`config.mk`:
```
export PLATFORM = sky130hd
export DESIGN_NAME = sds_div
export DESIGN_NICKNAME = d
export VERILOG_FILES = /design/src/hdl/sds_div.sv
export SDC_FILE = /design/constraint.sdc
export NUM_CORES = 1
export LEC_CHECK = 0
export ABC_AREA = 1
export BUFFER_PORTS_ARGS = -buffer_cell sky130_fd_sc_hd__buf_2
export CAP_MARGIN = 20
export CORE_ASPECT_RATIO = 1.4
export CORE_UTILIZATION = 30
export CTS_BUF_LIST = sky130_fd_sc_hd__clkbuf_8
export CTS_CLUSTER_DIAMETER = 60
export CTS_CLUSTER_SIZE = 28
export DETAILED_ROUTE_END_ITERATION = 8
export PLACE_DENSITY = 0.61
export SETUP_SLACK_MARGIN = 0.4
export SKIP_CTS_REPAIR_TIMING = 1
export SLEW_MARGIN = 40
export SYNTH_ARGS = -nofsm -noshare
export SYNTH_HDL_FRONTEND = slang
export SYNTH_SLANG_ARGS = --single-unit
```
`constraint.sdc`:
```
create_clock -name clk -period 1.6 [get_ports clk]
set_input_delay 0.48 -clock clk [delete_from_list [all_inputs] [get_ports clk]]
set_output_delay 0.48 -clock clk [all_outputs]
set_load 0.02 [all_outputs]
```
`src/hdl/sds_div.sv`:
```
`timescale 1ns / 1ps

// Restoring divider, one quotient bit per cycle; done pulses after the last iteration.
module sds_div #(
    parameter int W = 20
) (
    input  logic         clk,
    input  logic         rst_n,
    input  logic         start,
    input  logic [W-1:0] dividend,
    input  logic [W-1:0] divisor,
    output logic         done,
    output logic [W-1:0] quotient,
    output logic         rem_nonzero
);

    localparam int CW = $clog2(W + 1);

    logic [W-1:0]  rem_reg, rem_next;
    logic [W-1:0]  quo_reg, quo_next;
    logic [W-1:0]  dsr_reg;
    logic [CW-1:0] cnt_reg;
    logic          busy_reg;
    logic          done_reg;

    logic [W:0]    trial;
    logic [W:0]    diff;
    logic          q_bit;
    logic [W:0]    quo_shift;

    // One restoring step: shift in the next dividend bit, subtract if it fits
    always_comb
    begin
        trial     = {rem_reg, quo_reg[W-1]};
        diff      = trial - {1'b0, dsr_reg};
        q_bit     = (trial >= {1'b0, dsr_reg});
        rem_next  = q_bit ? diff[W-1:0] : trial[W-1:0];
        quo_shift = {quo_reg, q_bit};
        quo_next  = quo_shift[W-1:0];
    end

    // Control: count steps, pulse done after the last one
    always_ff @(posedge clk or negedge rst_n)
    begin
        if (!rst_n)
        begin
            busy_reg <= 1'b0;
            done_reg <= 1'b0;
            cnt_reg  <= '0;
        end
        else
        begin
            done_reg <= 1'b0;
            if (start)
            begin
                busy_reg <= 1'b1;
                cnt_reg  <= CW'(W);
            end
            else if (busy_reg)
            begin
                cnt_reg <= cnt_reg - 1'b1;
                if (cnt_reg == CW'(1))
                begin
                    busy_reg <= 1'b0;
                    done_reg <= 1'b1;
                end
            end
        end
    end

    // Datapath: load operands, then iterate
    always_ff @(posedge clk)
    begin
        if (start)
        begin
            rem_reg <= '0;
            quo_reg <= dividend;
            dsr_reg <= divisor;
        end
        else if (busy_reg)
        begin
            rem_reg <= rem_next;
            quo_reg <= quo_next;
        end
    end

    assign done        = done_reg;
    assign quotient    = quo_reg;
    assign rem_nonzero = (rem_reg != '0);

endmodule

```
==> qor.txt, run 1 <==
critical path launch point type: flop
most instantiated cells after synthesis: nand2_1, inv_1, nand3_1, edfxtp_1, nor2_1
largest cells by area after synthesis: edfxtp_1, nand2_1, dfxtp_1
core area: 13910 µm²
status: finished with violations
Layout Cells excl Fill: 926
row cnt: 51
post-synthesis compound-gate area fraction: 4.256%
count leader, synth: nand2_1
nets: 802
violated checks: setup timing
DRC: 0
Initial Util: 30.64%
Antenna diodes: 0
total wire length: 12260 µm
drt via density: 4.454
post-synthesis sequential area ratio: 41.68%
xor/xnor share of the synthesized area: 1.849%
Post-synth EDFFs: 40
largest family of logic cells by synthesized area: simple AND/OR/NAND/NOR gates
overall power: 10890 µW
TritonCTS buffer count: 9
clock sink count: 67
num ports: 65
Clock Skew: 0.01265 ns
dpl hpwl: 8936 µm
initial antenna violation count: 0
GPL Wtd Cong: 0.8448
Avg Cell Area, Syn: 7.466 µm²
mux contribution to synthesized area: 0%
Via Count: 4124
GRT Overall Usage: 16.98%
DIE WIDTH: 102.7 µm
endpoint class of the critical path: primary output
Synth top area share: 28.18%
f_max: 485.8 MHz
adder-cell share of the synthesized area: 6.927%
Clk Tree Root Cell: clkbuf_8
MaxCap Viol Count: 0
grt total ovfl: 0
global-route wire length before repair: 18800 µm
Tmin final: 2.058 ns
WS Path Type: reg -> out
Inst Count DP: 896
DRT antenna net count: 0
setup violators final: 22
htree depth: 3
DRT iter0 DRCs: 143
CTS max path bufs: 2
Pre-Repair DR Iteration Count: 4
Syn Inst Count: 571
share of cells above drive strength 1: 43.72%
Hold Vio Cnt, Final: 0
Post-Syn Area: 4263 µm²
hold crit path type: in -> reg
Final WS setup: -0.4583 ns
CTS tree: built
worst hold start: divisor[3]
Post-synth top flop: edfxtp_1
Worst Setup SP: rem_reg[15]
Finished Cell Area: 6560 µm²
Leak: 0.003269 µW
latest clock arrival within the worst-skew pair: 0.37 ns
Max rail drop VDD: 0.6661 mV
Buffers on Ports: 64
crit path DAT: 1.58 ns
chip height: 143.0 µm
final period utilization: 128.6%
post-synthesis net count: 637
WL/cell: 13.24 µm
full die area: 14700 µm²
clock-pin slew on the worst setup and hold paths: 0.09 ns
FF-to-FF Start: dsr_reg[6]
area leader, netlist: edfxtp_1
post-synth cell types: 35
Layout area overhead: 53.89%
fin. max-slew vios: 0
CP Max Fanout: 3
relative max-transition margin: 76.79%
vias in the first global route: 3933
Crit path required time: 1.12 ns
Simple-Gate Fraction of Synth Area: 33.70%
synthesized flop and latch total: 67
Yosys Warn Count: 0
largest net degree at the start of global routing: 30
Slew @ Worst Pin: 0.3481 ns
Cell Area, Placed: 5703 µm²
PwrDens: 1660 nW/µm²
WHS: 0.2819 ns
RSZ-0062 raised after global routing: true
ys async rst share: 10.45%
-- area by class of cell --
class	count	area, µm²
Inverter	103	389.1
Fill cell	1370	7351
Sequential cell	67	1784
Clock inverter	7	58.81
Timing Repair Buffer	168	1365
Clock buffer	9	123.9
Multi-Input combinational cell	387	2608
Tap cell	185	231.5
-- report_power, final --
group / internal [µW] / switching [µW]
clock network: 583 / 789
logic: 3460 / 3540
registers: 2200 / 311
total: 6250 / 4640
-- through the flow --
stage	util, %	setup WS (ns)	TNS [ns]
2_1_floorplan	-	-0.2108	-1.868
3_3_place_gp	41.00	-0.3190	-5.773
3_5_place_dp	41.00	-0.2980	-5.877
4_1_cts	42.31	-0.6650	-6.664
5_1_grt	47.16	-0.5173	-8.922
6_report	47.16	-0.4583	-6.311
-- path summary, 6_finish.rpt --
check	endpoint	slack, ns	cells past startpoint
max reg2reg	rem_reg[0]	-0.33	14
max in group asynchronous	done	0.97	2
min in group asynchronous	cnt_reg[3]	0.47	2
min reg2reg	cnt_reg[4]	0.48	1
min	dsr_reg[3]	0.28	1
max	rem_nonzero	-0.46	5
-- routing by layer --
layer | global-route usage, % | routed length [µm] | vias up
met4 | 7.116 | 314 | 0
met1 | 19.30 | 4980 | 1879
met3 | 2.986 | 335 | 24
met5 | 0 | 0 | -
li1 | - | - | 2146
met2 | 30.63 | 6626 | 75
-- placed cells by master, fill, tap and decap left out, types with 6 or more instances in the layout --
cell      count
buf_12        7
inv_2        19
nand4_1       6
xnor2_1       7
dfrtp_1       7
nand2_2      29
edfxtp_1     40
nand3_2      36
ha_4         19
nand2_4       7
inv_1        83
nor2_1       21
a21oi_1      11
buf_6        25
nand2_1     168
clkbuf_8      9
dfxtp_1      16
nand3_1      28
nor2_2        7
o21ai_1      10
buf_2        42
buf_4        91
-- critical path: stages, from the launching register on --
cell and delay [ns]:
dfxtp_1 0.33, buf_4 0.15, nor4_4 0.29, buf_4 0.16, nand4_1 0.11, buf_6 0.17
-- kinds of logic (layout without fill, tap and decap cells) --
| group | after synthesis | in the layout |
|---|---|---|
| AO/OA/AOI/OAI | 34 | 34 |
| adder cells (fa/ha/maj) | 23 | 23 |
| XOR/XNOR | 9 | 9 |
| buffers and inverters | 117 | 287 |
| flip-flops | 67 | 67 |
| AND/OR/NAND/NOR | 321 | 321 |
Power figures use the tool's default switching activity.
==> run 2: changes to the inputs <==
==> constraint.sdc (replaced) <==
create_clock -name clk -period 1.7 [get_ports clk]
set_input_delay 0.51 -clock clk [delete_from_list [all_inputs] [get_ports clk]]
set_output_delay 0.51 -clock clk [all_outputs]
set_load 0.02 [all_outputs]
==> run 2 against run 1 <==
The flow still finishes with violations (setup timing). Clock skew increased by 0.0042 ns. Hold slack gained 0.039 ns. Non-clock buffer count stayed put. Critical path depth stayed put. Utilization is 1.8 points higher. First-iteration DRC count grew 36%. Sequential power fell by 6%. Final area rose by 3.8%. Highest routed layer unchanged. Clock power rose by 11%. Clock-buffer cell count did not move. Die area unchanged.
==> qor.txt, run 2 (synthesis results as in run 1) <==
status: finished with violations (unchanged)
violated checks: setup timing (unchanged)
fin. max-slew vios: 0 (unchanged)
Tmin final: 2.071 ns
num ports: 65 (unchanged)
hold crit path type: in -> reg (unchanged)
clock power share: 13.7% (was 12.6%)
WS Path Type: reg -> out (unchanged)
Buffers on Ports: 64 (unchanged)
Cell Area, Placed: 5620 µm² (was 5703 µm²)
Layout Cells excl Fill: 926 (unchanged)
Clock Skew: 0.01687 ns (was 0.01265 ns)
MaxCap Viol Count: 0 (unchanged)
DIE WIDTH: 102.7 µm (unchanged)
share of cells above drive strength 1: 46.96% (was 43.72%)
setup violators final: 22 (unchanged)
Initial Util: 30.64% (unchanged)
Worst setup endpoint: rem_nonzero (unchanged)
worst reg2reg endpoint: rem_reg[12] (was rem_reg[0])
most frequent cells in the layout: nand2_1, buf_4, inv_1 (unchanged)
total wire length: 12560 µm (was 12260 µm)
DRT antenna net count: 0 (unchanged)
largest net degree at the start of global routing: 30 (unchanged)
Final Util: 48.95% (was 47.16%)
CTS max path bufs: 2 (unchanged)
switching share of total power: 41.70% (was 42.63%)
FF-to-FF Start: quotient[19] (was dsr_reg[6])
DRC: 0 (unchanged)
global-route wire length before repair: 18980 µm (was 18800 µm)
Finished Cell Area: 6809 µm² (was 6560 µm²)
Max rail drop VDD: 0.5513 mV (was 0.6661 mV)
CP Max Fanout: 3 (unchanged)
dpl hpwl: 9044 µm (was 8936 µm)
f_max: 482.8 MHz
row cnt: 51 (unchanged)
full die area: 14700 µm² (unchanged)
GPL Wtd Cong: 0.8747 (was 0.8448)
Final WS setup: -0.3712 ns (was -0.4583 ns)
Sw Pwr: 4639 µW (was 4641 µW)
Leak: 0.003359 µW (was 0.003269 µW)
WL/cell: 13.56 µm (was 13.24 µm)
chip height: 143.0 µm (unchanged)
GRT Overall Usage: 17.03% (was 16.98%)
Slew @ Worst Pin: 0.3366 ns (was 0.3481 ns)
TritonCTS buffer count: 9 (unchanged)
WHS: 0.3208 ns (was 0.2819 ns)
core area: 13910 µm² (unchanged)
crit path DAT: 1.56 ns (was 1.58 ns)
commonest non-fill, non-tap cell in the layout: nand2_1 (unchanged)
FILL cells: 1370 (unchanged)
latest clock arrival within the worst-skew pair: 0.36 ns (was 0.37 ns)
relative max-transition margin: 77.56% (was 76.79%)
sequential power share: 21.2% (was 23.1%)
initial antenna violation count: 0 (unchanged)
Setup WS pre-CTS: -0.2384 ns (was -0.2980 ns)
vias in the first global route: 4076 (was 3933)
critical path launch point type: flop (unchanged)
PwrDens: 1634 nW/µm² (was 1660 nW/µm²)
htree depth: 3 (unchanged)
drt via density: 4.541 (was 4.454)
r2r setup slk: -0.23 ns (was -0.33 ns)
Pre-Repair DR Iteration Count: 4 (unchanged)
endpoint class of the critical path: primary output (unchanged)
DRT iter0 DRCs: 194 (was 143)
CTS tree: built (unchanged)
final period utilization: 121.8%
Worst Setup SP: rem_reg[16] (was rem_reg[15])
clock sink count: 67 (unchanged)
logic gate share of total power: 65.2% (was 64.3%)
Hold Vio Cnt, Final: 0 (unchanged)
nets: 802 (unchanged)
Crit path required time: 1.19 ns (was 1.12 ns)
grt total ovfl: 0 (unchanged)
Via Count: 4205 (was 4124)
Clk Tree Root Cell: clkbuf_8 (unchanged)
Inst Count DP: 887 (was 896)
clock-pin slew on the worst setup and hold paths: 0.09 ns (about the same)
internal power: 6487 µW (was 6247 µW)
RSZ-0062 raised after global routing: true (unchanged)
R2R depth: 13 (was 14)
Layout area overhead: 59.73% (was 53.89%)
Antenna diodes: 0 (unchanged)
[run 2: changes by cell type in the layout (fill, tap and decap cells not counted), sizes merged]
cell	previous run	this run
buf	166	164
clkinvlp	2	0
bufinv	0	2
clkinv	2	3
clkbuf	10	12
inv	106	105
[run 2: worst min path at each step]
stage / startpoint / to / slack, ns / depth (start not counted)
after floorplan: rst_n / busy_reg / 0.21 / 0
after global placement: rst_n / cnt_reg[3] / 0.35 / 1
after detailed placement: rst_n / cnt_reg[4] / 0.35 / 1
after CTS: rst_n / cnt_reg[3] / -0.03 / 1
after global routing: divisor[9] / dsr_reg[9] / 0.31 / 1
final: divisor[9] / dsr_reg[9] / 0.32 / 1
[run 2: critical path, cell delays in order, from the launching register on]
cell and delay (ns):
dfxtp_2 0.33, buf_6 0.12, nor4_4 0.29, buf_4 0.16
nand4_1 0.12, buf_6 0.17
[run 2: through the flow]
stage	TNS (ns)	total power (µW)
floorplan	-0.3116	5725
global placement	-3.617	7775
detailed placement	-4.347	7822
CTS	-5.056	9392
global route	-6.828	11920
finish	-4.583	11130
[run 2: power by group through the flow]
stage / combinational (µW) / clock [µW] / sequential (µW)
finish: 7250 / 1520 / 2350
global route: 7900 / 1620 / 2390
CTS: 5490 / 1570 / 2330
detailed placement: 5470 / 0 / 2360
global placement: 5420 / 0 / 2360
floorplan: 3300 / 0 / 2420
[run 2: cell type report]
class	instances	area, µm²	area share, %
clock inverters	7	98.84	1.452
inverters	103	386.6	5.678
repair buffers	168	1390	20.42
clock buffers	9	123.9	1.819
multi-input cells	387	2786	40.92
flip-flops and latches	67	1792	26.31
well taps	185	231.5	3.399
[run 2: routing by layer]
metal / share of wire [%] / wire [µm] / vias up / GRT usage, %
met5: 0 / 0 / - / 0
met4: 3.3 / 411 / 0 / 7.858
met3: 3.5 / 440 / 24 / 2.643
met2: 54 / 6769 / 93 / 30.70
met1: 39 / 4937 / 1948 / 19.29
li1: - / - / 2140 / -
